--- config.mk ---
export PLATFORM = sky130hd
export DESIGN_NAME = bbsf_obuf
export DESIGN_NICKNAME = d
export VERILOG_FILES = /design/src/rtl/bbsf_pkg.sv /design/src/rtl/bbsf_obuf.sv
export SDC_FILE = /design/constraint.sdc
export NUM_CORES = 1
export LEC_CHECK = 0
export ABC_AREA = 1
export BUFFER_PORTS_ARGS = -buffer_cell sky130_fd_sc_hd__buf_4
export CAP_MARGIN = 15
export CORE_MARGIN = 3
export CORE_UTILIZATION = 56
export DETAILED_ROUTE_END_ITERATION = 8
export PLACE_DENSITY = 0.85
export SYNTH_ARGS = -nofsm -noshare
export SYNTH_HDL_FRONTEND = slang
export SYNTH_SLANG_ARGS = --single-unit
--- constraint.sdc ---
create_clock -name i_clk -period 10 [get_ports i_clk]
set_input_delay 0.5 -clock i_clk [delete_from_list [all_inputs] [get_ports i_clk]]
set_output_delay 0.5 -clock i_clk [all_outputs]
set_load 0.01 [all_outputs]
--- src/rtl/bbsf_pkg.sv ---
package bbsf_pkg;

    localparam int DEPTH     = 1024;
    localparam int ADDR_W    = $clog2(DEPTH);
    localparam int FILL_W    = ADDR_W + 1;
    localparam int CAP_W     = 11;
    localparam int MAX_BURST = 64;
    localparam int CNT_W     = 7;
    localparam int BYTE_W    = 8;
    localparam int TOT_W     = 32;
    localparam int MODE_W    = 3;

    typedef enum logic [MODE_W-1:0] {
        MODE_WRITE = 3'd0,
        MODE_PEEK  = 3'd1,
        MODE_POP   = 3'd2,
        MODE_READ  = 3'd3,
        MODE_END   = 3'd4
    } t_mode;

    typedef struct packed {
        logic [BYTE_W-1:0] data_out;
        logic              byte_valid;
        logic              last;
        logic              accepted;
        logic [FILL_W-1:0] fill_level;
        logic [FILL_W-1:0] space_left;
        logic [TOT_W-1:0]  total_written;
        logic [TOT_W-1:0]  total_read;
        logic              ended;
        logic              at_eof;
    } t_result;

    typedef struct packed {
        logic [1:0] count;
        logic       pop;
    } t_obuf_stat;

endpackage

--- src/rtl/bbsf_obuf.sv ---
module bbsf_obuf
    import bbsf_pkg::*;
(
    input  logic       i_clk,
    input  logic       i_rst_n,
    input  logic       i_push,
    input  t_result    i_result,
    output logic       o_valid,
    input  logic       i_ready,
    output t_result    o_result,
    output t_obuf_stat o_stat
);

    t_result    r_buf [2];
    logic       r_wp;
    logic       r_rp;
    logic [1:0] r_cnt;
    logic       w_pop;

    assign o_valid  = (r_cnt != 2'd0);
    assign w_pop    = o_valid && i_ready;
    assign o_result = r_buf[r_rp];

    always_ff @(posedge i_clk) begin
        if (!i_rst_n) begin
            r_wp  <= 1'b0;
            r_rp  <= 1'b0;
            r_cnt <= 2'd0;
        end else begin
            if (i_push) begin
                r_wp <= ~r_wp;
            end
            if (w_pop) begin
                r_rp <= ~r_rp;
            end
            r_cnt <= r_cnt + 2'(i_push) - 2'(w_pop);
        end
        if (i_push) begin
            r_buf[r_wp] <= i_result;
        end
    end

    always_comb begin
        o_stat.count = r_cnt;
        o_stat.pop   = w_pop;
    end

endmodule

==> Word-level counts from Yosys, hierarchy flattened <==
Memories as Yosys holds them, arrays and structs flattened. A register that Yosys moved wholly into a read port is not among the register bits.
Cells that the tools add are included.
{ "word_totals": {"reg_bits": 4, "ramBits": 198, "rom_bits": 0, "mem_count": 1, "output_inout_bits": 103, "latchBits": 0} }
{ "mem_list": {"columns": ["memory", "depth", "word_bits", "rd", "rd_clocked_by_memory_dff", "write_ports", "line", "source"], "rows": [
  ["r_buf", 2, 99, 1, 1, 1, "bbsf_obuf.sv:14", "t_result r_buf [2];"]
]} }
{ "op_classes": {"n_eq_ne": 0, "reduce_logical": 2, "order_cmp": 0, "div": 0, "addsub": 2, "n_bitwise": 2, "mul": 0, "n_shift": 0, "muxes": 4} }
{ "op_table": {"columns": ["operator", "count"], "rows": [
  ["$mux 1", 4],
  ["$add 2x1->2", 1],
  ["$not 1->1", 2],
  ["$reduce_bool 2->1", 1],
  ["$sub 2x1->2", 1],
  ["$logic_and 1x1->1", 1]
]} }

==> Logic depth before layout (Yosys ltp) <==
Gate-level depths: netlist of the first run.
{ "depth": {"word_depth": 4, "mapped_depth": 10} }

==> Least setup slack after synthesis of the first run <==
OpenSTA, ideal clock, no wires.
{ "synth_path": {"path_kind": "input to register", "from": "input i_push", "to": "memory r_buf[0][0] (netlist name), enable pin", "n_path_buf": 0, "setup_time_ps": 560, "slack_ps": 4756, "arrival_ps": 4684, "cell_stages": 2, "cell_sequence": "inv_1 > nor2_1"} }
{ "synth_via": {"elab_chain_len": 2} }
{ "synth_lines": {"columns": ["element", "line", "source"], "rows": [
  ["start, declared", "bbsf_obuf.sv:6", "input logic i_push,"],
  ["$mux 1", "bbsf_obuf.sv:38", "if (i_push) begin"],
  ["$mux 1 (implied by the code)", "bbsf_obuf.sv:39", "r_buf[r_wp] <= i_result;"],
  ["end, declared", "bbsf_obuf.sv:14", null]
]} }
Every way passes these cells.

==> flow_metrics.tcl, run 1 <==
set metrics [dict create \
    drtIter0Drc 195 \
    slew_violations 0 \
    cp_max_fo 52 \
    seq_power_share 0.471 \
    ctsResizeCount 0 \
    synth_most_common_cell "edfxtp_1" \
    reg2reg_depth 3 \
    fp.dieH_um 121 \
    setup_viol 0 \
    synth_edf_count 198 \
    grt_setup_unrepaired "no" \
    worst_ep_arrival_time_ns 2.55 \
    placement.cell_area_um2 9120 \
    cts-hold-fix-buffers 0 \
    clkPwrFrac 0.333 \
    ys_seq_area_frac 0.816 \
    clk_pin_slew_ns 0.06 \
    syn_to_final_growth_pct 32.1 \
    netlist.area_leader.share 0.802 \
    critPathMaxStageDelay_ns 0.77 \
    gp_congestion 0.732 \
    grt_max_degree 59 \
    critPathKind "flip-flop to output port" \
    antenna_left 0 \
    clkLatencyLatePin_ns 0.47 \
    synthTopCellsByCount "edfxtp_1 (198), mux2_2 (89), mux2_4 (10), nor2_1 (9)" \
    syn-cell-area_um2 7410 \
    postLayoutCellArea_um2 9790 \
    clock_skew_ns 0.0142 \
    path_depth 3 \
    combPwrFrac 0.196 \
    path_buf_inv 2 \
    synth_cells 344 \
    yosysTopAreaCell "edfxtp_1" \
    slew_headroom 0.478 \
    routed-wl-met2_um 7170 \
    async_flop_share 0 \
    post-cts-setup-buffers 0 \
    power.density_nw_per_um2 223 \
    grt_pass1_vias 3971 \
    rows 41 \
    synth_seq_cells 203 \
    numClockSinks 203 \
    fmax_mhz 327 \
    ys_warn_count 0 \
    drt-total-wl_um 14100 \
    p_total_uw 2180 \
    cp_slowest_cell "dfxtp_4" \
    synth_ff_type "edfxtp_1" \
    cts_root_buffer "clkbuf_16" \
    cts_tree "done" \
    yosys-top-cells-area "edfxtp_1 (80%), mux2_2 (14%), mux2_4 (2.0%), dfxtp_1 (1.4%), buf_2 (0.54%)" \
    grt-ovfl-total 0 \
    cp_cell_sequence "buf_4 -> mux2_2 -> buf_4" \
    initial_core_util 0.580 \
    r2r_end "r_buf[1][11]$_DFFE_PP_" \
    cp.required_ns 9.50 \
    cp-endpoint "o_result[73]" \
    first_pass_iters 5 \
    p_int_uw 1680 \
    drt-met1-wl_um 5390 \
    finalSetupTns_ns 0 \
    nNetsFinal 668 \
    grt_pass1_wl_um 21000 \
    core_um2 12800 \
    grt_util_all_layers 0.184 \
    clockBufferDepth 3 \
    r2r_slack_ns 7.91 \
    cts_buffers 20 \
    fin_crit_ns 3.05 \
    antenna_found_initial 0 \
    maxCapViolCount 0 \
    power.switching_uw 504 \
    crit_family "buffers and inverters" \
    drc 0 \
    dp_hpwl_um 9320 \
    avgRoutedWirePerCell_um 18.8 \
    ys_types 13 \
    max-vdd-ir-drop_mv 0.184 \
    diodes 0 \
    syn_nets 449 \
    wl_met3_um 1360 \
    leakage_uw 0.00372 \
    pin_count 206 \
    avgSynthCellArea_um2 21.6 \
    layout-drive-gt1-share 0.584 \
    critPathLaunchType "flip-flop" \
    min_path_type "input pin to flip-flop" \
    r2r_start "r_wp$_SDFFE_PN0P_" \
    highest_layer "met4" \
    htreeDepth 1 \
    post-route-period-util 0.305 \
    status "finished, final reports clean" \
    hold_viol 0 \
    fp.dieW_um 121 \
    die-area_um2 14700 \
    via_per_inst 5.17 \
    tightestPinTransition_ns 0.784 \
    p_sw_frac 0.231 \
    port_buffers 205 \
    timing.critical_path.mode_cell "buf_4" \
    num_vias 3873 \
    end_kind "output port" \
]
[state kept, by name, indices dropped and copies added (netlist names), named ones only]
register	cells
r_rp	1
r_wp	1
r_cnt	2
r_buf	198
[placed cells by master (no fill, tap or decap), types with 3 or more instances in the layout]
| cell | netlist | layout |
|---|---|---|
| buf_4 | 1 | 208 |
| edfxtp_1 | 198 | 198 |
| mux2_2 | 89 | 89 |
| clkbuf_16 | 0 | 21 |
| mux2_4 | 10 | 10 |
| nor2_1 | 9 | 8 |
| nand2_1 | 8 | 8 |
| inv_1 | 8 | 7 |
| clkbuf_1 | 0 | 7 |
| dfxtp_1 | 5 | 4 |
| clkinv_1 | 0 | 3 |
[layer usage]
metal,global-route usage,vias up
li1,-,1778
met1,0.233,1920
met2,0.317,158
met3,0.0527,17
met4,0.0425,0
met5,0,-
[cell families (layout without fill, tap and decap cells)]
group	count (synthesis)	count (layout)	share of synthesized area
fa+ha+maj	2	2	0.00337
buf+inv	20	253	0.0150
flops	203	203	0.816
mux	99	99	0.155
simple gates	19	19	0.00996
compound gates	1	1	0.000674
[area by class of cell]
cell class,count,area (µm²)
fill,720,2980
sequential,203,6050
clock buffer,29,566
timing repair buffer,209,1580
clock inverter,7,81.3
tap,172,215
inverter,8,32.5
multi-input combinational,121,1260
[how the worst min path moves through the flow]
stage | from | end | slack, ns | cells after the start
floorplan | r_rp$_SDFFE_PN0P_ | flip-flop | 0.47 | 2
global placement | r_rp$_SDFFE_PN0P_ | r_rp$_SDFFE_PN0P_ | 0.49 | 2
detailed placement | r_rp$_SDFFE_PN0P_ | flip-flop | 0.49 | 2
CTS | i_result[72] | r_buf[1][72]$_DFFE_PP_ | 0.19 | 1
global route | i_result[72] | r_buf[0][72]$_DFFE_PP_ | 0.18 | 1
finish | i_result[72] | r_buf[0][72]$_DFFE_PP_ | 0.21 | 1
[power by group through the flow]
| stage | Sequential (µW) | Clock [µW] | Combinational (µW) |
|---|---|---|---|
| 2_1_floorplan | 1020 | 0 | 251 |
| 3_3_place_gp | 1040 | 0 | 420 |
| 3_5_place_dp | 1050 | 0 | 429 |
| 4_1_cts | 1030 | 740 | 433 |
| 5_1_grt | 1030 | 775 | 460 |
| 6_report | 1030 | 725 | 428 |
[per-stage QoR]
stage	hold slack, ns	utilization	worst slack [ns]	cells
global placement	0.489	0.714	7.27	712
floorplan	0.467	-	4.76	344
CTS	0.195	0.765	6.90	748
detailed placement	0.490	0.714	7.20	712
finish	0.210	0.766	6.95	749
global route	0.185	0.766	6.80	749
Power figures use the tool's default switching activity.
==> run 2, diff against run 1 <==
--- a/config.mk
+++ b/config.mk
@@ -9,9 +9,9 @@
 export BUFFER_PORTS_ARGS = -buffer_cell sky130_fd_sc_hd__buf_4
 export CAP_MARGIN = 15
 export CORE_MARGIN = 3
-export CORE_UTILIZATION = 56
+export CORE_UTILIZATION = 52
 export DETAILED_ROUTE_END_ITERATION = 8
-export PLACE_DENSITY = 0.85
+export PLACE_DENSITY = 0.8
 export SYNTH_ARGS = -nofsm -noshare
 export SYNTH_HDL_FRONTEND = slang
 export SYNTH_SLANG_ARGS = --single-unit
==> constraint.sdc (replaced) <==
create_clock -name i_clk -period 3.1 [get_ports i_clk]
set_input_delay 0.155 -clock i_clk [delete_from_list [all_inputs] [get_ports i_clk]]
set_output_delay 0.155 -clock i_clk [all_outputs]
set_load 0.01 [all_outputs]
==> run 2 against run 1 <==
Effect of this change: wire length increased by 14%; final area increased by 10%; critical path depth unchanged; utilization increased by 0.83 points; cell count increased by 15%; register-to-register slack got worse by 6.5 ns; sequential share of layout area decreased by 5.8 points; first-iteration DRC count increased by 28%; sequential cell count unchanged; clock skew about the same; global-route usage increased by 1.6 points; critical endpoint is now o_result[46]; highest routed layer unchanged.
==> flow_metrics.tcl, run 2 (same netlist as run 1, synthesis figures left out) <==
set metrics [dict create \
    min_path_type "input pin to flip-flop" \
    slew_headroom 0.526 \
    cp.required_ns 2.94 \
    power.density_nw_per_um2 653 \
    fp.dieW_um 125 \
    post-route-period-util 0.765 \
    nNetsFinal 772 \
    critPathMaxStageDelay_ns 0.73 \
    layout_commonest_cell "buf_4" \
    critPathKind "flip-flop to output port" \
    largest_reg_flops 198 \
    diodes 0 \
    grt_max_degree 57 \
    clkLatencyLatePin_ns 0.49 \
    crit_family "flip-flops" \
    end_kind "output port" \
    regMostFlops "r_buf" \
    fmax_mhz 422 \
    first_pass_iters 4 \
    drc 0 \
    syn_to_final_growth_pct 45.6 \
    core_um2 13900 \
    antenna_found_initial 0 \
    gp_congestion 0.788 \
    layout_common_cells "buf_4 (208), edfxtp_1 (198), dlygate4sd3_1 (102), mux2_2 (89), clkbuf_16 (21)" \
    clk_pin_slew_ns 0.06 \
    hold_viol 0 \
    grt_pass1_vias 4658 \
    drt-total-wl_um 16100 \
    dp_hpwl_um 9360 \
    critPathLaunchType "flip-flop" \
    grt_setup_unrepaired "no" \
    cp_slowest_cell "dfxtp_4" \
    max-vdd-ir-drop_mv 0.660 \
    clock_skew_ns 0.0140 \
    grt_pass1_wl_um 24900 \
    clockBufferDepth 3 \
    pin_count 206 \
    port_buffers 205 \
    antenna_left 0 \
    post-cts-setup-buffers 0 \
    avgRoutedWirePerCell_um 18.7 \
    initial_core_util 0.532 \
    setup_viol 0 \
    grt_util_all_layers 0.200 \
    via_per_inst 4.98 \
    maxCapViolCount 0 \
    drtIter0Drc 250 \
    fp.dieH_um 125 \
    finalSetupTns_ns 0 \
    layout-drive-gt1-share 0.493 \
    htreeDepth 1 \
    die-area_um2 15700 \
    fin_crit_ns 2.37 \
    cts_buffers 21 \
    tightestPinTransition_ns 0.711 \
    path_buf_inv 2 \
    leakage_uw 0.00413 \
    rows 43 \
    cp_max_fo 56 \
    worst_ep_arrival_time_ns 2.22 \
    cts_tree "done" \
    whs_ns 0.389 \
    grt-ovfl-total 0 \
    reg_top3 "r_buf: 198 flops, r_cnt: 2 flops" \
    numClockSinks 203 \
    num_vias 4289 \
    cp_cell_sequence "buf_12 -> mux2_2 -> buf_4" \
    status "finished, final reports clean" \
    cts_root_buffer "clkbuf_16" \
    slew_violations 0 \
]
[run 2: cell count changes in the layout (fill, tap and decap cells not counted), sizes merged]
cell | before | now
buf | 209 | 210
bufinv | 2 | 0
clkbuf | 29 | 30
clkinv | 5 | 6
dlygate4sd3 | 0 | 102
inv | 8 | 9
[run 2: per-stage QoR]
stage	power, µW	setup WS [ns]	cells	util	area (µm²)
CTS	7080	0.723	861	0.775	10800
floorplan	4100	0.264	344	-	7420
detailed placement	4770	1.23	722	0.658	9170
finish	7050	0.729	861	0.775	10800
global route	7330	0.645	861	0.775	10800
global placement	4730	1.25	722	0.658	9170
[run 2: worst register-to-register path: cells and delay by family (launching register included)]
family	cells	cell delay (ns)
DFF	1	0.40
and+or+nand+nor	6	0.63
adders and majority gates	2	0.46
buffers and inverters	2	0.13
[run 2: timing repair]
item	CTS	global route
gates resized for setup	0	0
hold endpoints to repair	203	0
hold buffers	102	0
[run 2: report_power, final]
part           internal (µW)  leakage (µW)  switching [µW]
combinational            874       0.00194             657
clock                   1270      0.000292             938
sequential              3200       0.00190             114
[run 2: routing by layer]
layer,wire length [µm],track usage
met3,1080,0.0470
met5,0,0
met1,5940,0.234
met4,355,0.0548
met2,8680,0.370
[run 2: path summary, 6_finish.rpt]
path                                           from                endpoint  slack (ns)  cells past startpoint
worst min-delay path                   i_result[23]  r_buf[1][23]$_DFFE_PP_        0.39                      2
worst max register to register  r_cnt[1]$_SDFF_PN0_     r_cnt[1]$_SDFF_PN0_        1.38                     10
worst min register to register    r_rp$_SDFFE_PN0P_               flip-flop        0.53                      2
worst max-delay path                      flip-flop            o_result[46]        0.73                      3
[run 2: layout make-up]
type | instances | area [µm²]
Fill cell | 746 | 3140
Sequential cell | 203 | 6050
Multi-Input combinational cell | 121 | 1260
Timing Repair Buffer | 312 | 2620
Tap cell | 180 | 225
Inverter | 8 | 32.5
Clock inverter | 7 | 32.5
Clock buffer | 30 | 569
==> run 3, diff against run 2 <==
==> constraint.sdc (replaced) <==
create_clock -name i_clk -period 2.3 [get_ports i_clk]
set_input_delay 0.115 -clock i_clk [delete_from_list [all_inputs] [get_ports i_clk]]
set_output_delay 0.115 -clock i_clk [all_outputs]
set_load 0.01 [all_outputs]
==> run 3 against run 2 <==
Effect of this change: clock power grew 47%; sequential share of layout area shrank 0.67 points; utilization grew 0.93 points; count of clock-buffer cells in the layout is the same; first-iteration DRC count shrank 8.0%; wire length grew 4.3%; clock skew shrank 0.00086 ns; sequential power grew 34%; cell count grew 0.23%; setup slack lost 0.59 ns; combinational power grew 43%; critical path type is now flip-flop to flip-flop; critical endpoint is now r_cnt[0]$_SDFF_PN0_; highest routed layer unchanged.
==> flow_metrics.tcl, run 3 (same netlist as run 1, synthesis figures left out) <==
set metrics [dict create \
    crit_start "r_cnt[1]$_SDFF_PN0_" \
    grt-ovfl-total 0 \
    nFillCells 714 \
    r2r_end "r_cnt[0]$_SDFF_PN0_" \
    grt_setup_unrepaired "no" \
    reg_top3 "r_buf: 198 flops, r_cnt: 2 flops" \
    seq_power_share 0.449 \
    slew_headroom 0.649 \
    max-vdd-ir-drop_mv 0.742 \
    cp_max_fo 4 \
    numClockSinks 203 \
    port_buffers 205 \
    grt_util_all_layers 0.207 \
    dp_hpwl_um 9550 \
    cp.required_ns 2.68 \
    worst_ep_arrival_time_ns 2.54 \
    post-route-period-util 0.940 \
    layout-drive-gt1-share 0.503 \
    rows 43 \
    clock_skew_ns 0.0131 \
    clk_pin_slew_ns 0.06 \
    via_per_inst 5.04 \
    status "finished, final reports clean" \
    critPathKind "flip-flop to flip-flop" \
    placement.cell_area_um2 9230 \
    p_sw_frac 0.239 \
    grt_pass1_vias 4761 \
    r2r_start "r_cnt[1]$_SDFF_PN0_" \
    power.density_nw_per_um2 904 \
    reg2reg_depth 8 \
    cts_buffers 20 \
    core_um2 13900 \
    leakage_uw 0.00419 \
    antenna_found_initial 1 \
    maxCapViolCount 0 \
    nNetsFinal 774 \
    drtIter0Drc 230 \
    pin_count 206 \
    power.switching_uw 2360 \
    cts_tree "done" \
    min_path_type "input pin to flip-flop" \
    fmax_mhz 463 \
    combPwrFrac 0.222 \
    grt_pass1_wl_um 25600 \
    layout_common_cells "buf_4 (207), edfxtp_1 (198), dlygate4sd3_1 (103), mux2_2 (89), clkbuf_16 (21)" \
    antenna_left 0 \
    p_int_uw 7520 \
    fp.dieW_um 125 \
    die-area_um2 15700 \
    cp-endpoint "r_cnt[0]$_SDFF_PN0_" \
    drt-total-wl_um 16700 \
    fin_crit_ns 2.16 \
    post-cts-setup-buffers 0 \
    gp_congestion 0.794 \
    fp.dieH_um 125 \
    htreeDepth 1 \
    setup_viol 0 \
    regMostFlops "r_buf" \
    multi_input_area_um2 1270 \
    layout_commonest_cell "buf_4" \
    first_pass_iters 4 \
    largest_reg_flops 198 \
    end_kind "flip-flop" \
    r2r_slack_ns 0.14 \
    tightestPinTransition_ns 0.525 \
    grt_max_degree 63 \
    clkLatencyLatePin_ns 0.48 \
    syn_to_final_growth_pct 47.4 \
    critPathLaunchType "flip-flop" \
    clkPwrFrac 0.329 \
    register_area_um2 6050 \
    drc 0 \
    initial_core_util 0.532 \
    postLayoutCellArea_um2 10900 \
    clockBufferDepth 3 \
    avgRoutedWirePerCell_um 19.4 \
    finalSetupTns_ns 0 \
    slew_violations 0 \
    hold_viol 0 \
    p_total_uw 9880 \
    cts_root_buffer "clkbuf_16" \
    num_vias 4351 \
]
## run 3: cell count changes in the layout (fill, tap and decap cells not counted), sizes merged
cell | previous run | this run
buf | 210 | 212
bufinv | 0 | 2
clkinv | 6 | 3
clkinvlp | 0 | 1
diode | 0 | 1
dlygate4sd3 | 102 | 103
inv | 9 | 7
## run 3: power by group through the flow
stage	clock network (µW)	registers, µW	logic (µW)
finish	3250	4430	2190
global route	3470	4450	2320
CTS	3290	4430	2130
detailed placement	0	4500	1960
global placement	0	4490	1910
floorplan	0	4440	1090
## run 3: area by class of cell
type / count / share of cell area
Timing Repair Buffer: 315 / 0.246
Tap cell: 180 / 0.0206
Clock inverter: 5 / 0.00676
Antenna cell: 1 / 0.000229
Inverter: 8 / 0.00309
Multi-Input combinational cell: 121 / 0.116
Clock buffer: 30 / 0.0539
Sequential cell: 203 / 0.554
## run 3: stage by stage
step / setup slack, ns / utilization / instances / hold WS, ns
3_5_place_dp: 0.701 / 0.662 / 724 / 0.302
2_1_floorplan: 0.0131 / - / 344 / 0.208
6_report: 0.139 / 0.784 / 863 / 0.359
5_1_grt: 0.0866 / 0.784 / 863 / 0.357
4_1_cts: 0.231 / 0.784 / 862 / 0.347
3_3_place_gp: 0.745 / 0.662 / 724 / 0.301
## run 3: metal layers
layer | share of wire | GRT usage | wire length (µm) | vias up
met2 | 0.54 | 0.385 | 9050 | 197
met4 | 0.034 | 0.0746 | 567 | 0
met5 | 0 | 0 | 0 | -
met1 | 0.36 | 0.235 | 6030 | 2122
met3 | 0.066 | 0.0444 | 1100 | 45
li1 | - | - | - | 1987
## run 3: timing repair
item / in CTS / in global routing
gates resized for setup: 0 / 1
endpoints found under the setup margin: 0 / 1
hold endpoints to repair: 203 / 0
hold buffers: 103 / 0
## run 3: how the worst min path moves through the flow
stage,start,endpoint,cells past startpoint
after floorplan,i_rst_n,r_cnt[0]$_SDFF_PN0_,2
after global placement,i_result[9],r_buf[0][9]$_DFFE_PP_,1
after detailed placement,i_result[17],r_buf[0][17]$_DFFE_PP_,1
after CTS,i_result[16],r_buf[0][16]$_DFFE_PP_,2
after global routing,i_result[43],r_buf[0][43]$_DFFE_PP_,2
final,i_result[16],r_buf[1][16]$_DFFE_PP_,2
## run 3: critical path, cell delays in order (launching register included)
cell           delay (ns)
dfxtp_1              0.35
nor2_1               0.22
nor2_2               0.11
ha_1                 0.34
inv_1                0.06
ha_1                 0.27
nand2_1              0.08
dlygate4sd3_1        0.58
inv_1                0.05
