$ cat src/rtl/bbsf_pkg.sv
package bbsf_pkg;

    localparam int DEPTH     = 1024;
    localparam int ADDR_W    = $clog2(DEPTH);
    localparam int FILL_W    = ADDR_W + 1;
    localparam int CAP_W     = 11;
    localparam int MAX_BURST = 64;
    localparam int CNT_W     = 7;
    localparam int BYTE_W    = 8;
    localparam int TOT_W     = 32;
    localparam int MODE_W    = 3;

    typedef enum logic [MODE_W-1:0] {
        MODE_WRITE = 3'd0,
        MODE_PEEK  = 3'd1,
        MODE_POP   = 3'd2,
        MODE_READ  = 3'd3,
        MODE_END   = 3'd4
    } t_mode;

    typedef struct packed {
        logic [BYTE_W-1:0] data_out;
        logic              byte_valid;
        logic              last;
        logic              accepted;
        logic [FILL_W-1:0] fill_level;
        logic [FILL_W-1:0] space_left;
        logic [TOT_W-1:0]  total_written;
        logic [TOT_W-1:0]  total_read;
        logic              ended;
        logic              at_eof;
    } t_result;

    typedef struct packed {
        logic [1:0] count;
        logic       pop;
    } t_obuf_stat;

endpackage

$ cat src/rtl/bbsf_ctrl.sv
module bbsf_ctrl
    import bbsf_pkg::*;
(
    input  logic              i_clk,
    input  logic              i_rst_n,
    input  logic              i_cfg_valid,
    input  logic [CAP_W-1:0]  i_cfg_data,
    input  logic              i_s_tvalid,
    output logic              o_s_tready,
    input  logic [MODE_W-1:0] i_mode,
    input  logic [BYTE_W-1:0] i_data_in,
    input  logic [CNT_W-1:0]  i_count,
    output logic              o_ram_we,
    output logic [ADDR_W-1:0] o_ram_waddr,
    output logic [BYTE_W-1:0] o_ram_wdata,
    output logic              o_ram_re,
    output logic [ADDR_W-1:0] o_ram_raddr,
    input  logic [BYTE_W-1:0] i_ram_rdata,
    input  t_obuf_stat        i_ostat,
    output logic              o_push,
    output t_result           o_result
);

    typedef enum logic [1:0] {
        S_IDLE,
        S_SINGLE,
        S_BURST
    } t_state;

    t_state             r_state, n_state;
    logic [CAP_W-1:0]   r_cap;
    logic [ADDR_W-1:0]  r_head, n_head;
    logic [FILL_W-1:0]  r_fill, n_fill;
    logic [TOT_W-1:0]   r_wr_tot, n_wr_tot;
    logic [TOT_W-1:0]   r_rd_tot, n_rd_tot;
    logic               r_done, n_done;
    logic               r_acc, n_acc;
    logic [CNT_W-1:0]   r_left, n_left;
    logic [ADDR_W-1:0]  r_rd_addr, n_rd_addr;
    logic               r_pend, n_pend;
    logic               r_pend_last, n_pend_last;

    logic               w_accept;
    logic [CNT_W-1:0]   w_cnt_sat;
    logic [CNT_W-1:0]   w_n;
    logic [FILL_W-1:0]  w_eff_cap;
    logic               w_room;
    logic [2:0]         w_load;
    logic               w_can_issue;
    logic               w_single_push;

    assign o_s_tready = (r_state == S_IDLE);
    assign w_accept   = i_s_tvalid && o_s_tready;

    assign w_eff_cap = (r_cap > CAP_W'(DEPTH)) ? FILL_W'(DEPTH) : FILL_W'(r_cap);
    assign w_room    = (r_fill < w_eff_cap);
    assign w_cnt_sat = (i_count > CNT_W'(MAX_BURST)) ? CNT_W'(MAX_BURST) : i_count;
    assign w_n       = (FILL_W'(w_cnt_sat) < r_fill) ? w_cnt_sat : CNT_W'(r_fill);

    assign w_load      = 3'(i_ostat.count) + 3'(r_pend) - 3'(i_ostat.pop);
    assign w_can_issue = (w_load < 3'd2);

    assign o_ram_we    = w_accept && (t_mode'(i_mode) == MODE_WRITE) && w_room;
    assign o_ram_waddr = ADDR_W'(r_head + ADDR_W'(r_fill));
    assign o_ram_wdata = i_data_in;
    assign o_ram_re    = (r_state == S_BURST) && w_can_issue;
    assign o_ram_raddr = r_rd_addr;

    assign w_single_push = (r_state == S_SINGLE) && w_can_issue;
    assign o_push        = r_pend || w_single_push;

    always_comb begin
        o_result.data_out      = r_pend ? i_ram_rdata : '0;
        o_result.byte_valid    = r_pend;
        o_result.last          = r_pend ? r_pend_last : 1'b1;
        o_result.accepted      = r_pend ? 1'b0 : r_acc;
        o_result.fill_level    = r_fill;
        o_result.space_left    = w_room ? (w_eff_cap - r_fill) : '0;
        o_result.total_written = r_wr_tot;
        o_result.total_read    = r_rd_tot;
        o_result.ended         = r_done;
        o_result.at_eof        = r_done && (r_fill == '0);
    end

    always_comb begin
        n_state     = r_state;
        n_head      = r_head;
        n_fill      = r_fill;
        n_wr_tot    = r_wr_tot;
        n_rd_tot    = r_rd_tot;
        n_done      = r_done;
        n_acc       = r_acc;
        n_left      = r_left;
        n_rd_addr   = r_rd_addr;
        n_pend      = 1'b0;
        n_pend_last = r_pend_last;
        unique case (r_state)
            S_IDLE: begin
                if (w_accept) begin
                    n_acc     = 1'b0;
                    n_left    = w_n;
                    n_rd_addr = r_head;
                    n_state   = S_SINGLE;
                    unique case (t_mode'(i_mode))
                        MODE_WRITE: begin
                            n_acc = w_room;
                            if (w_room) begin
                                n_fill   = r_fill + FILL_W'(1);
                                n_wr_tot = r_wr_tot + TOT_W'(1);
                            end
                        end
                        MODE_PEEK: begin
                            if (w_n != '0) begin
                                n_state = S_BURST;
                            end
                        end
                        MODE_READ: begin
                            n_head   = ADDR_W'(r_head + ADDR_W'(w_n));
                            n_fill   = r_fill - FILL_W'(w_n);
                            n_rd_tot = r_rd_tot + TOT_W'(w_n);
                            if (w_n != '0) begin
                                n_state = S_BURST;
                            end
                        end
                        MODE_POP: begin
                            n_head   = ADDR_W'(r_head + ADDR_W'(w_n));
                            n_fill   = r_fill - FILL_W'(w_n);
                            n_rd_tot = r_rd_tot + TOT_W'(w_n);
                        end
                        MODE_END: begin
                            n_done = 1'b1;
                        end
                        default: begin
                        end
                    endcase
                end
            end
            S_SINGLE: begin
                if (w_can_issue) begin
                    n_state = S_IDLE;
                end
            end
            S_BURST: begin
                if (w_can_issue) begin
                    n_pend      = 1'b1;
                    n_pend_last = (r_left == CNT_W'(1));
                    n_left      = r_left - CNT_W'(1);
                    n_rd_addr   = ADDR_W'(r_rd_addr + ADDR_W'(1));
                    if (r_left == CNT_W'(1)) begin
                        n_state = S_IDLE;
                    end
                end
            end
            default: begin
                n_state = S_IDLE;
            end
        endcase
    end

    always_ff @(posedge i_clk) begin
        if (!i_rst_n) begin
            r_state  <= S_IDLE;
            r_cap    <= CAP_W'(1024);
            r_head   <= '0;
            r_fill   <= '0;
            r_wr_tot <= '0;
            r_rd_tot <= '0;
            r_done   <= 1'b0;
            r_pend   <= 1'b0;
            r_acc    <= 1'b0;
        end else begin
            r_state  <= n_state;
            r_head   <= n_head;
            r_fill   <= n_fill;
            r_wr_tot <= n_wr_tot;
            r_rd_tot <= n_rd_tot;
            r_done   <= n_done;
            r_pend   <= n_pend;
            r_acc    <= n_acc;
            if (i_cfg_valid) begin
                r_cap <= i_cfg_data;
            end
        end
        r_left      <= n_left;
        r_rd_addr   <= n_rd_addr;
        r_pend_last <= n_pend_last;
    end

endmodule

$ cat config.mk
export PLATFORM = sky130hd
export DESIGN_NAME = bbsf_ctrl
export DESIGN_NICKNAME = d
export VERILOG_FILES = /design/src/rtl/bbsf_pkg.sv /design/src/rtl/bbsf_ctrl.sv
export SDC_FILE = /design/constraint.sdc
export NUM_CORES = 1
export LEC_CHECK = 0
export ABC_CLOCK_PERIOD_IN_PS = 10150
export BUFFER_PORTS_ARGS = -buffer_cell sky130_fd_sc_hd__clkbuf_2
export CAP_MARGIN = 5
export CORE_MARGIN = 2
export CORE_UTILIZATION = 60
export DETAILED_ROUTE_END_ITERATION = 6
export PLACE_DENSITY = 0.91
export SYNTH_ARGS = -nofsm -noshare
export SYNTH_HDL_FRONTEND = slang
export SYNTH_SLANG_ARGS = --single-unit
$ cat constraint.sdc
create_clock -name i_clk -period 10.15 [get_ports i_clk]
set_clock_uncertainty 0.15 [all_clocks]
set_input_delay 1.5225 -clock i_clk [delete_from_list [all_inputs] [get_ports i_clk]]
set_output_delay 1.5225 -clock i_clk [all_outputs]
set_load 0.05 [all_outputs]
# --- Word level (Yosys, flattened, before mapping) ---
# Index checks and enable logic that the tools add are counted.
totals:
  word_cells: 88
  latch_bits: 0
  mem_bits_rw: 0
  memories: 0
  reg_bits: 119
  rom_bits: 0
op_classes:
  muxes: 24
  div_mod_pow: 0
  n_eq_ne: 12
  n_lt_le_gt_ge: 5
  n_reduce_logical: 24
  n_bitwise: 0
  shift: 0
  addsub: 11
  n_mul: 0
op_table:
  columns: ["op", "count"]
  rows:
  - ["$mux W11", 3]
  - ["$add A32 B1 Y32 const B", 1]
  - ["$add A32 B7 Y32", 1]
  - ["$mux W7", 4]
  - ["$pmux W11 S2", 1]
  - ["$mux W10", 2]
  - ["$pmux W10 S2", 1]
  - ["$pmux W7 S2", 1]
  - ["$mux W2", 6]
  - ["$reduce_and A4 Y1", 3]
  - ["$add A11 B1 Y11 const B", 1]
  - ["$gt A11 B11 Y1 const B", 1]
  - ["$logic_not A11 Y1", 1]
  - ["$lt A11 B11 Y1", 1]
  - ["$lt A7 B11 Y1", 1]
  - ["$sub A11 B11 Y11", 1]
  - ["$sub A11 B7 Y11", 1]
  - ["$add A10 B1 Y10 const B", 1]
  - ["$add A10 B10 Y10", 1]
  - ["$add A10 B7 Y10", 1]
  - ["$reduce_and A3 Y1", 3]
  - ["$mux W8", 1]
  - ["$eq A7 B1 Y1 const B", 1]
  - ["$gt A7 B7 Y1 const B", 1]
  - ["21 further kinds", 37]

# --- Longest topological paths before layout ---
# Gate-level depths: netlist of the first run.
depth:
  ltp_word: 9
  ltp_mapped: 17
  ltp_nobuf: 17

# --- Worst setup path after synthesis of the first run ---
# No wires, ideal clock.
synth_timing:
  path_kind: "input port to output port"
  from: "input i_ostat[0] (netlist name)"
  to: "output o_push"
  setup_slack_ns: 4.747
  path_buffers: 0
  stages: 6
  t_arrival_ns: 3.731
  cell_sequence: "ha_1 > nand2b_1 > fa_1 > xnor2_1 > nand2_1 > o21ai_0"
synth_via:
  elab_chain_cells: 4
synth_lines:
  columns: ["element", "line", "source"]
  rows:
  - ["from (decl)", "bbsf_ctrl.sv:19", "input t_obuf_stat i_ostat,"]
  - ["$sub A3 B1 Y3", "bbsf_ctrl.sv:60", "assign w_load = 3'(i_ostat.count) + 3'(r_pend) - 3'(i_ostat.pop);"]
  - ["$lt A3 B2 Y1", "bbsf_ctrl.sv:61", "assign w_can_issue = (w_load < 3'd2);"]
  - ["$logic_and A1 B1 Y1", "bbsf_ctrl.sv:69", "assign w_single_push = (r_state == S_SINGLE) && w_can_issue;"]
  - ["$logic_or A1 B1 Y1", "bbsf_ctrl.sv:70", "assign o_push = r_pend || w_single_push;"]
  - ["to (decl)", "bbsf_ctrl.sv:20", "output logic o_push,"]
# Every way passes these cells.

# --- Worst setup path after layout of the first run ---
layout_timing:
  from: "register r_cap[10]"
  to: "output o_ram_we"
layout_via:
  elab_chain_cells: 4
layout_lines:
  columns: ["element", "line", "source"]
  rows:
  - ["from (decl)", "bbsf_ctrl.sv:31", "logic [CAP_W-1:0] r_cap;"]
  - ["from (signal assigned)", "bbsf_ctrl.sv:181", "r_cap <= i_cfg_data;"]
  - ["$gt A11 B11 Y1", "bbsf_ctrl.sv:55", "assign w_eff_cap = (r_cap > CAP_W'(DEPTH)) ? FILL_W'(DEPTH) : FILL_W'(r_cap);"]
  - ["$mux W11 (*)", "bbsf_ctrl.sv:55", null]
  - ["$lt A11 B11 Y1 (*)", "bbsf_ctrl.sv:56", "assign w_room = (r_fill < w_eff_cap);"]
  - ["$logic_and A1 B1 Y1 (*)", "bbsf_ctrl.sv:63", "assign o_ram_we = w_accept && (t_mode'(i_mode) == MODE_WRITE) && w_room;"]
  - ["to (decl)", "bbsf_ctrl.sv:13", "output logic o_ram_we,"]
# Every way passes the cells marked *; elsewhere a longest branch is shown, timed or not.

==> impl_results.md, run 1 <==
- Num CTS Buffers: 17
- Avg Inst Size Synth: 8.50 um2
- CP max-delay cell: o21ai_2
- Most used flip-flop cell after synthesis: dfxtp_1
- Clock-pin transition on the worst setup and hold timing paths: 0.06 ns
- Simple-gate share of the synthesized area: 0.242
- Synth async-reset ratio: 0
- Buf/Inv on CP: 2
- Min Tclk post-route: 5.82 ns
- Max Cap Viol: 0
- DR WL met2: 9990 um
- PwrDens: 151 mW/mm2
- Lkg Pwr: 3.96 nW
- Via density: 6.00
- Req. time, crit path: 8.48 ns
- Final setup violation count: 0
- Fraction of layout cells with a size suffix above 1: 0.208
- Count of final hold-check violations: 0
- Worst hold path class: flop to flop
- Root Buffer: clkbuf_16
- CP Depth: 8
- Yosys reg bits: 119
- Wl on met1: 8600 um
- Crit path cell chain: nor2b_1, ha_1, a21oi_1, o21ai_1, or3_1, o21ai_2, inv_1, clkbuf_2
- Met3 routed WL: 1960 um
- Placed cells: 1231
- Pins Over Slew Limit: 0
- Setup_tns: 0 ns
- Worst R2R End: r_rd_tot[27]$_SDFFE_PN0P_
- Cell count after synthesis: 937
- Reg2reg start: r_fill[3]$_SDFFE_PN0P_
- Worst slew margin: 0.136
- Nature of the critical path startpoint: flop
- Vias in the first global route: 7176
- # rows: 42
- I/O pin cnt: 175
- Diode count: 0
- IO Port Bufs: 158
- Mux cell area share after synthesis: 0.0483
- Post-Synth Adder-Cell Area: 0.103
- Worst-case reg-to-reg path depth: 15
- Total die area: 0.0142 mm2
- Core ar.: 0.0131 mm2
- Largest net degree at the start of global routing: 52
- Layout Utilization: 0.715
- Critical path startpoint: r_cap[10]$_SDFFE_PN1P_
- Critical path peak fanout: 16
- Largest family of logic cells by synthesized area: simple AND/OR/NAND/NOR gates
- Number of antenna violations at the first check in global routing: 0
- Sequential fraction of the synthesis area: 0.322
- R2r setup slk: 5.48 ns
- Via count: 7582
- Most numerous cell in the Yosys netlist: dfxtp_1
- Peak supply drop: 115 uV
- CP top delay family: compound AO/OA/AOI/OAI gates
- Fmax: 172 MHz
- Die height: 119 um
- RSZ-0062 raised after global routing: false
- Worst EP arrival: 4.15 ns
- Number of unique standard cell types used by synthesis: 72
- P&R area growth vs syn: 17.6%
- Area leader, netlist: dfxtp_1
- Die Width: 119 um
- Post-CTS setup buffers: 0
- Mapped cell area: 0.00796 mm2
- DRT iter0 DRCs: 563
- Post-synthesis compound-gate area fraction: 0.171
- CP Capture Type: primary output
- CTS Hold Bufs: 0
- Gr usage total: 0.300
- Grt ovf: 0
- H-tree depth: 4
- Net count after synthesis: 1043
- Post-DP HPWL: 15100 um
- Total clock sinks: 119
- Clock buffer depth: 2
- Final period utilization: 0.574
- Ranking of synthesized cells by area: dfxtp_1 (25%), ha_1 (8.8%), edfxtp_1 (6.8%)
- Worst setup endpoint: o_ram_we
- Initial core utilization: 0.608
- Per-cell routed wire length: 16.7 um
- Final ANT Viol Nets: 0
- Critical path's largest stage delay: 0.79 ns
- Residual DRC: 0
- Commonest cells post-synth: dfxtp_1 (101), nand2_1 (86), nor2_1 (74), a21oi_1 (60), ha_1 (56)
- Yosys top cell area share: 0.254
- Drt pass-1 iters: 5
- Final GP Congestion: 0.957
- Yosys Warn Count: 0
- WHS Path Cells: 2
- Final non-filler cell total: 1263
- Worst skew pair latency: 0.42 ns
- Nets@finish: 1180
- Outcome: complete, no violations
- WS Path Type: flop to primary output
- Max Used Layer: met4
- Synth Area in XOR/XNOR: 0.0649
- TritonCTS clock tree: done
- First-pass GRT wire length: 34400 um
- Number of flops mapped to enable cells by yosys: 18
- Measured slew at the worst slew-check pin: 1.28 ns
- Cts repair resizes: 0
- Pwr Total: 1.42 mW
- Routed WL: 21100 um
[where the power goes]
group | internal (mW) | total [mW] | switching, mW
clock | 0.360 | 0.589 | 0.229
sequential | 0.498 | 0.518 | 0.0193
combinational | 0.0948 | 0.310 | 0.215
total | 0.954 | 1.42 | 0.463
[flip-flops by register name (all words and copies together), names as in the netlist]
register     count
r_rd_tot        32
r_wr_tot        32
r_cap           11
r_fill          11
o_ram_raddr     10
r_head          10
r_left           7
r_state          2
r_acc            1
r_done           1
r_pend           1
r_pend_last      1
[worst min path at each step]
stage                        startpoint                  endpoint
3_5_place_dp         r_acc$_SDFFE_PN0P_        r_acc$_SDFFE_PN0P_
4_1_cts              r_acc$_SDFFE_PN0P_        r_acc$_SDFFE_PN0P_
5_1_grt              r_acc$_SDFFE_PN0P_        r_acc$_SDFFE_PN0P_
6_report             r_acc$_SDFFE_PN0P_        r_acc$_SDFFE_PN0P_
3_3_place_gp   r_rd_tot[4]$_SDFFE_PN0P_  r_rd_tot[4]$_SDFFE_PN0P_
2_1_floorplan        r_acc$_SDFFE_PN0P_        r_acc$_SDFFE_PN0P_
[layout by cell type, fill, tap and decap left out, types with 20 or more instances in the layout]
cell and count:
or3_1 21, nor2_1 74, inv_1 39, dfxtp_1 101, nand3_1 36, o21ai_0 44
ha_1 56, nand2b_1 22, nand2_1 86, xor2_1 20, xnor2_1 39, a21oi_1 60
clkbuf_2 158, nor2b_1 24, mux2i_1 26
[cell families (layout without fill, tap and decap cells)]
kind of cell             Yosys count  after routing
AND/OR/NAND/NOR                  368            368
AO/OA/AOI/OAI                    205            205
flip-flops                       119            119
buffers and inverters             87            237
adder cells (fa/ha/maj)           62             62
XOR/XNOR                          59             59
multiplexers                      37             37
[layout make-up]
cell class,count,area (um2)
fillers,985,3730
multi-input cells,731,5010
well taps,176,220
repair buffers,164,836
flip-flops and latches,119,2560
clock inverters,15,154
inverters,41,154
clock buffers,17,425
[tightest hold or removal path, stage by stage, from the launching register on]
cell,delay [ns]
dfxtp_1,0.31
nand2_1,0.05
a21oi_1,0.05
[through the flow]
stage	hold slack, ns	setup WS (ns)	area [um2]
2_1_floorplan	0.282	4.75	7960
3_3_place_gp	0.309	4.59	8780
3_5_place_dp	0.315	4.34	8780
4_1_cts	0.323	4.41	9360
5_1_grt	0.341	4.12	9360
6_report	0.318	4.33	9360
[per-layer routing]
layer | track usage | vias to the layer above
met1 | 0.369 | 3523
met5 | 0 | -
met4 | 0.124 | 0
met3 | 0.0886 | 52
met2 | 0.491 | 347
li1 | - | 3660
No activity file was read; power rests on OpenSTA's default activity.
==> run 2, diff against run 1 <==
--- a/config.mk
+++ b/config.mk
@@ -5,13 +5,14 @@
 export SDC_FILE = /design/constraint.sdc
 export NUM_CORES = 1
 export LEC_CHECK = 0
-export ABC_CLOCK_PERIOD_IN_PS = 10150
+export ABC_AREA = 1
+export ABC_CLOCK_PERIOD_IN_PS = 5950
 export BUFFER_PORTS_ARGS = -buffer_cell sky130_fd_sc_hd__clkbuf_2
 export CAP_MARGIN = 5
 export CORE_MARGIN = 2
-export CORE_UTILIZATION = 60
+export CORE_UTILIZATION = 56
 export DETAILED_ROUTE_END_ITERATION = 6
-export PLACE_DENSITY = 0.91
+export PLACE_DENSITY = 0.86
 export SYNTH_ARGS = -nofsm -noshare
 export SYNTH_HDL_FRONTEND = slang
 export SYNTH_SLANG_ARGS = --single-unit
==> constraint.sdc (replaced) <==
create_clock -name i_clk -period 5.95 [get_ports i_clk]
set_clock_uncertainty 0.15 [all_clocks]
set_input_delay 0.8925 -clock i_clk [delete_from_list [all_inputs] [get_ports i_clk]]
set_output_delay 0.8925 -clock i_clk [all_outputs]
set_load 0.05 [all_outputs]
==> run 2 against run 1 <==
Against the previous run: register-to-register slack worse by 3.7 ns; sequential power up 74%; worst setup slack worse by 3.2 ns; critical path depth up 8; critical path type unchanged.
==> impl_results.md, run 2 <==
- Vias in the first global route: 7453 (+3.9%)
- Die Width: 126 um (+5.4%)
- Via count: 8253 (+8.8%)
- Residual DRC: 0 (unchanged)
- Mux cell area share after synthesis: 0 (-0.0483)
- Area leader, netlist: dfxtp_1
- Number of antenna violations at the first check in global routing: 0 (unchanged)
- Post-Synth Adder-Cell Area: 0.0991 (-0.00403)
- Most frequent cells in the layout: nand2_1 (256), clkbuf_2 (158), inv_1 (155)
- Largest net degree at the start of global routing: 46 (-12%)
- Avg Inst Size Synth: 6.94 um2 (-18%)
- Clock-pin transition on the worst setup and hold timing paths: 0.05 ns (about the same)
- Worst slew margin: 0.393 (+0.258)
- Yosys reg bits: 119 (unchanged)
- Synth async-reset ratio: 0 (unchanged)
- R2r setup slk: 1.76 ns (-3.72 ns)
- Cts repair resizes: 0 (unchanged)
- Reg2reg start: r_fill[6]$_SDFFE_PN0P_
- Total die area: 0.0158 mm2 (+11%)
- Yosys Warn Count: 0 (unchanged)
- Sequential fraction of the synthesis area: 0.309 (-0.0126)
- Pins Over Slew Limit: 0 (unchanged)
- Peak supply drop: 237 uV (+110%)
- Routed WL: 21500 um (+1.9%)
- Nets@finish: 1441 (+22%)
- Worst setup endpoint: o_ram_we
- WHS: 0.320 ns (+0.00163 ns)
- Gr usage total: 0.269 (-0.0306)
- Post-CTS setup buffers: 0 (unchanged)
- Post-DP HPWL: 16100 um (+6.1%)
- Initial core utilization: 0.572 (-0.0362)
- Worst hold path class: flop to flop
- P&R area growth vs syn: 15.9%
- RSZ-0062 raised after global routing: false
- Clock buffer depth: 2 (unchanged)
- CTS Hold Bufs: 0 (unchanged)
- Count of final hold-check violations: 0 (unchanged)
- Final period utilization: 0.809
- Number of unique standard cell types used by synthesis: 55 (-24%)
- Most numerous cell in the Yosys netlist: nand2_1
- Critical path startpoint: r_cap[3]$_SDFFE_PN0P_
- Worst-case reg-to-reg path depth: 24 (+9)
- Largest family of logic cells by synthesized area: simple AND/OR/NAND/NOR gates
- TritonCTS clock tree: done
- Die height: 126 um (+5.4%)
- Worst R2R End: r_rd_tot[20]$_SDFFE_PN0P_
- Per-cell routed wire length: 14.1 um (-16%)
- Cell count after synthesis: 1194 (+27%)
- Commonest non-fill, non-tap cell in the layout: nand2_1
- # rows: 44 (+4.8%)
- Critical path peak fanout: 38 (+22)
- Grt ovf: 0 (unchanged)
- Outcome: complete, no violations
- Req. time, crit path: 4.91 ns (-3.57 ns)
- WS Path Type: flop to primary output
- I/O pin cnt: 175 (unchanged)
- Max Cap Viol: 0 (unchanged)
- Synth Area in XOR/XNOR: 0.0751 (+0.0101)
- Top flop regs: r_rd_tot (32), r_wr_tot (32)
- Min Tclk post-route: 4.81 ns
- Commonest cells post-synth: nand2_1 (256), inv_1 (156), nor2_1 (154), dfxtp_1 (101), a21oi_1 (100)
- Nature of the critical path startpoint: flop
- Total clock sinks: 119 (unchanged)
- Fraction of layout cells with a size suffix above 1: 0.166 (-0.0422)
- Net count after synthesis: 1300 (+25%)
- Diode count: 0 (unchanged)
- Final ANT Viol Nets: 0 (unchanged)
- Worst EP arrival: 3.77 ns (-0.38 ns)
- IO Port Bufs: 158 (unchanged)
- Final GP Congestion: 0.962 (+0.46%)
- Fmax: 208 MHz
- Simple-gate share of the synthesized area: 0.275 (+0.0334)
- Number of flops mapped to enable cells by yosys: 18 (unchanged)
- Drt pass-1 iters: 6 (+1)
- Measured slew at the worst slew-check pin: 0.910 ns (-0.373 ns)
- PwrDens: 267 mW/mm2 (+77%)
- Lkg Pwr: 4.53 nW (+14%)
- Root Buffer: clkbuf_16
- Yosys top cell area share: 0.244 (-0.00994)
- Worst skew pair latency: 0.42 ns (about the same)
- Final setup violation count: 0 (unchanged)
- Via density: 5.39 (-10%)
- Post-synthesis compound-gate area fraction: 0.137 (-0.0345)
- Setup_tns: 0 ns (unchanged)
- First-pass GRT wire length: 35000 um (+1.8%)
- Num CTS Buffers: 17 (unchanged)
- Core ar.: 0.0145 mm2 (+11%)
- Ranking of synthesized cells by area: dfxtp_1 (24%), nand2_1 (12%), ha_1 (8.5%)
- Most used flip-flop cell after synthesis: dfxtp_1
- CP Capture Type: primary output
- Mapped cell area: 0.00828 mm2 (+4.1%)
- H-tree depth: 4 (unchanged)
- DRT iter0 DRCs: 723 (+28%)
run 2: cell types whose count changed in the layout (fill, tap and decap cells not counted), sizes merged, moves of 22 or more:
cell    previous run  this run
a21oi             61       103
nand2b            22         0
or3               22         0
inv               43       162
nor2              74       161
o21ai             51        75
xor2              20        49
nor2b             24         0
nand2             86       258
mux2i             26         0
run 2: cell families (layout without fill, tap and decap cells):
kind of cell,after synthesis,after routing
xor+xnor,71,71
buf+inv,204,356
fa+ha+maj,62,62
compound gates,205,205
simple gates,533,533
flops,119,119
run 2: power by group:
part,switching (mW),internal [mW]
logic,0.530,0.213
registers,0.0371,0.862
clock network,0.358,0.568
total,0.926,1.64
run 2: worst max-delay path, stage by stage (launching register included):
cell and delay (ns):
dfxtp_1 0.31, nor4_1 0.30, nand4_1 0.15, nand2_1 0.12, inv_1 0.12, nor2_1 0.30
ha_1 0.32, nand3_1 0.09, nand2_1 0.10, a21oi_2 0.21, o21ai_2 0.10, a21boi_2 0.20
o21ai_2 0.10, nand3b_2 0.08, buf_4 0.39, inv_8 0.16, clkbuf_2 0.28
run 2: cell type report:
class / count / area, um2
fillers: 1269 / 4870
multi-input cells: 871 / 4850
flip-flops and latches: 119 / 2560
repair buffers: 161 / 813
inverters: 165 / 627
clock buffers: 26 / 499
well taps: 184 / 230
clock inverters: 4 / 20.0
run 2: how the worst min path moves through the flow:
stage,to,cells past startpoint,slack [ns],from
2_1_floorplan,r_cap[3]$_SDFFE_PN0P_,2,0.29,r_cap[3]$_SDFFE_PN0P_
4_1_cts,r_rd_tot[31]$_SDFFE_PN0P_,2,0.32,r_rd_tot[31]$_SDFFE_PN0P_
6_report,r_rd_tot[31]$_SDFFE_PN0P_,2,0.32,r_rd_tot[31]$_SDFFE_PN0P_
3_3_place_gp,r_acc$_SDFFE_PN0P_,2,0.31,r_acc$_SDFFE_PN0P_
5_1_grt,r_cap[8]$_SDFFE_PN0P_,2,0.35,r_cap[8]$_SDFFE_PN0P_
3_5_place_dp,r_rd_tot[31]$_SDFFE_PN0P_,2,0.31,r_rd_tot[31]$_SDFFE_PN0P_
run 2: per-layer routing:
metal | track usage | vias to the layer above | wire, um
li1 | - | 4148 | -
met1 | 0.353 | 3718 | 9610
met2 | 0.436 | 326 | 9710
met3 | 0.0646 | 61 | 1610
met4 | 0.0935 | 0 | 584
met5 | 0 | - | 0
run 2: through the flow:
stage	area, um2	std cells	worst slack [ns]	total power, mW	utilization
4_1_cts	9610	1530	1.17	2.57	0.663
5_1_grt	9610	1530	0.942	2.68	0.663
3_3_place_gp	9090	1500	1.45	1.63	0.628
6_report	9610	1530	1.14	2.57	0.663
2_1_floorplan	8280	1194	1.63	1.50	-
3_5_place_dp	9090	1500	1.27	1.65	0.628
==> run 3, diff against run 2 <==
--- a/config.mk
+++ b/config.mk
@@ -6,7 +6,7 @@
 export NUM_CORES = 1
 export LEC_CHECK = 0
 export ABC_AREA = 1
-export ABC_CLOCK_PERIOD_IN_PS = 5950
+export ABC_CLOCK_PERIOD_IN_PS = 4500
 export BUFFER_PORTS_ARGS = -buffer_cell sky130_fd_sc_hd__clkbuf_2
 export CAP_MARGIN = 5
 export CORE_MARGIN = 2
==> constraint.sdc (replaced) <==
create_clock -name i_clk -period 4.5 [get_ports i_clk]
set_clock_uncertainty 0.15 [all_clocks]
set_input_delay 0.675 -clock i_clk [delete_from_list [all_inputs] [get_ports i_clk]]
set_output_delay 0.675 -clock i_clk [all_outputs]
set_load 0.05 [all_outputs]
==> run 3 against run 2 <==
Against the previous run: wire length rose by 2.7%; final cell count grew 0.65%; critical path depth shrank 1; sequential cell count unchanged; first-iteration DRC count shrank 22%; die area stayed put; combinational power is 36% higher; global-route usage up 0.74 points; sequential power rose by 32%; clock-buffer cell count shrank 5; hold slack got worse by 0.0065 ns; register-to-register slack worse by 1.4 ns; critical path type unchanged; largest power group unchanged.
==> impl_results.md, run 3 (same netlist as run 2, synthesis figures left out) <==
- Final period utilization: 0.941
- CP Capture Type: primary output
- H-tree depth: 4 (unchanged)
- Num CTS Buffers: 17 (unchanged)
- Measured slew at the worst slew-check pin: 0.742 ns (-0.167 ns)
- TritonCTS clock tree: done
- Total die area: 0.0158 mm2 (unchanged)
- Switch Pwr: 1.26 mW (+36%)
- # rows: 44 (unchanged)
- Clock buffer depth: 2 (unchanged)
- Switching part of the total power: 0.352 (-0.00808)
- Top flop regs: r_rd_tot (32), r_wr_tot (32)
- Vias in the first global route: 7679 (+3.0%)
- Worst slew margin: 0.504 (+0.110)
- Worst skew pair latency: 0.42 ns (about the same)
- Residual DRC: 0 (unchanged)
- Final WS setup: 0.264 ns (-0.873 ns)
- Clock power frac: 0.383 (+0.022)
- Root Buffer: clkbuf_16
- Comb pwr share: 0.283 (-0.006)
- Cts repair resizes: 0 (unchanged)
- Flop pwr share: 0.334 (-0.016)
- Nature of the critical path startpoint: flop
- Final non-filler cell total: 1540 (+0.65%)
- Critical path peak fanout: 11 (-71%)
- Number of antenna violations at the first check in global routing: 0 (unchanged)
- Largest net degree at the start of global routing: 46 (unchanged)
- Fraction of layout cells with a size suffix above 1: 0.175 (+0.00910)
- Per-cell routed wire length: 14.4 um (+2.1%)
- Fmax: 236 MHz
- Pwr Total: 3.57 mW (+39%)
- Gr usage total: 0.277 (+0.00741)
- Die Width: 126 um (unchanged)
- Clock-pin transition on the worst setup and hold timing paths: 0.05 ns (about the same)
- Pins Over Slew Limit: 0 (unchanged)
- First-pass GRT wire length: 36000 um (+2.8%)
- Commonest non-fill, non-tap cell in the layout: nand2_1
- RSZ-0062 raised after global routing: false
- DRT iter0 DRCs: 567 (-22%)
- WS Path Type: flop to primary output
- Req. time, crit path: 3.67 ns (-1.24 ns)
- Drt pass-1 iters: 5 (-1)
- Initial core utilization: 0.572 (unchanged)
- PwrDens: 366 mW/mm2 (+37%)
- Final ANT Viol Nets: 0 (unchanged)
- Core ar.: 0.0145 mm2 (unchanged)
- Max Cap Viol: 0 (unchanged)
- Most frequent cells in the layout: nand2_1 (256), clkbuf_2 (158), inv_1 (155)
- Post-CTS setup buffers: 0 (unchanged)
- Via density: 5.44 (+0.78%)
- I/O pin cnt: 175 (unchanged)
- Nets@finish: 1449 (+0.56%)
- Min Tclk post-route: 4.24 ns
- CTS Hold Bufs: 0 (unchanged)
- Worst EP arrival: 3.41 ns (-0.36 ns)
- Int Power: 2.31 mW (+41%)
- Diode count: 0 (unchanged)
- Routed WL: 22100 um (+2.7%)
- Total clock sinks: 119 (unchanged)
- Setup_tns: 0 ns (unchanged)
- Peak supply drop: 347 uV (+46%)
- R2r setup slk: 0.34 ns (-1.42 ns)
- Final GP Congestion: 0.960 (-0.19%)
- Placed cells: 1508 (+0.53%)
- Outcome: complete, no violations
- Via count: 8372 (+1.4%)
- Post-DP HPWL: 16400 um (+1.7%)
- Grt ovf: 0 (unchanged)
- Count of final hold-check violations: 0 (unchanged)
- P&R area growth vs syn: 17.6%
- Worst slack, placed: 0.0920 ns (-1.18 ns)
- Die height: 126 um (unchanged)
- Final setup violation count: 0 (unchanged)
- Worst hold path class: flop to flop
- IO Port Bufs: 158 (unchanged)
- Lkg Pwr: 4.61 nW (+1.7%)
[run 3: critical path: stages, from the launching register on]
cell and delay [ns]:
dfxtp_1 0.31, nor4_1 0.30, nand4_1 0.12, nand2_1 0.09
inv_1 0.11, nor2_1 0.28, ha_1 0.23, nand3_1 0.09
nand2_1 0.13, a21oi_2 0.09, o21ai_2 0.18, a21boi_2 0.10
o21ai_2 0.16, nand2_1 0.25, nor3b_1 0.24, clkbuf_2 0.30
[run 3: final timing paths]
| kind | to | cells past startpoint | start |
|---|---|---|---|
| worst max-delay path | o_result[74] | 15 | r_cap[3]$_SDFFE_PN0P_ |
| worst min-delay path | r_acc$_SDFFE_PN0P_ | 2 | r_acc$_SDFFE_PN0P_ |
| worst max register to register | r_fill[9]$_SDFFE_PN0P_ | 18 | r_fill[6]$_SDFFE_PN0P_ |
| worst min register to register | r_acc$_SDFFE_PN0P_ | 2 | r_acc$_SDFFE_PN0P_ |
[run 3: power by group through the flow]
stage	combinational, mW	clock, mW	sequential, mW
2_1_floorplan	0.711	0	1.27
4_1_cts	1.00	1.39	1.19
3_3_place_gp	0.970	0	1.21
6_report	1.01	1.37	1.19
5_1_grt	1.10	1.43	1.20
3_5_place_dp	0.987	0	1.21
[run 3: metrics by stage]
step,util,hold WS (ns),area [um2]
6_report,0.673,0.313,9750
2_1_floorplan,-,0.295,8280
4_1_cts,0.673,0.307,9750
3_3_place_gp,0.632,0.306,9150
5_1_grt,0.673,0.333,9750
3_5_place_dp,0.632,0.309,9150
[run 3: cell type report]
cell class	count	area, um2
Timing Repair Buffer	169	873
Fill cell	1291	4730
Tap cell	184	230
Sequential cell	119	2560
Multi-Input combinational cell	871	4850
Inverter	165	627
Clock inverter	11	118
Clock buffer	21	482
[run 3: per-layer routing]
| layer | track usage | part of all wire |
|---|---|---|
| met5 | 0 | 0 |
| met4 | 0.101 | 0.027 |
| met3 | 0.0641 | 0.073 |
| met2 | 0.455 | 0.46 |
| met1 | 0.357 | 0.44 |
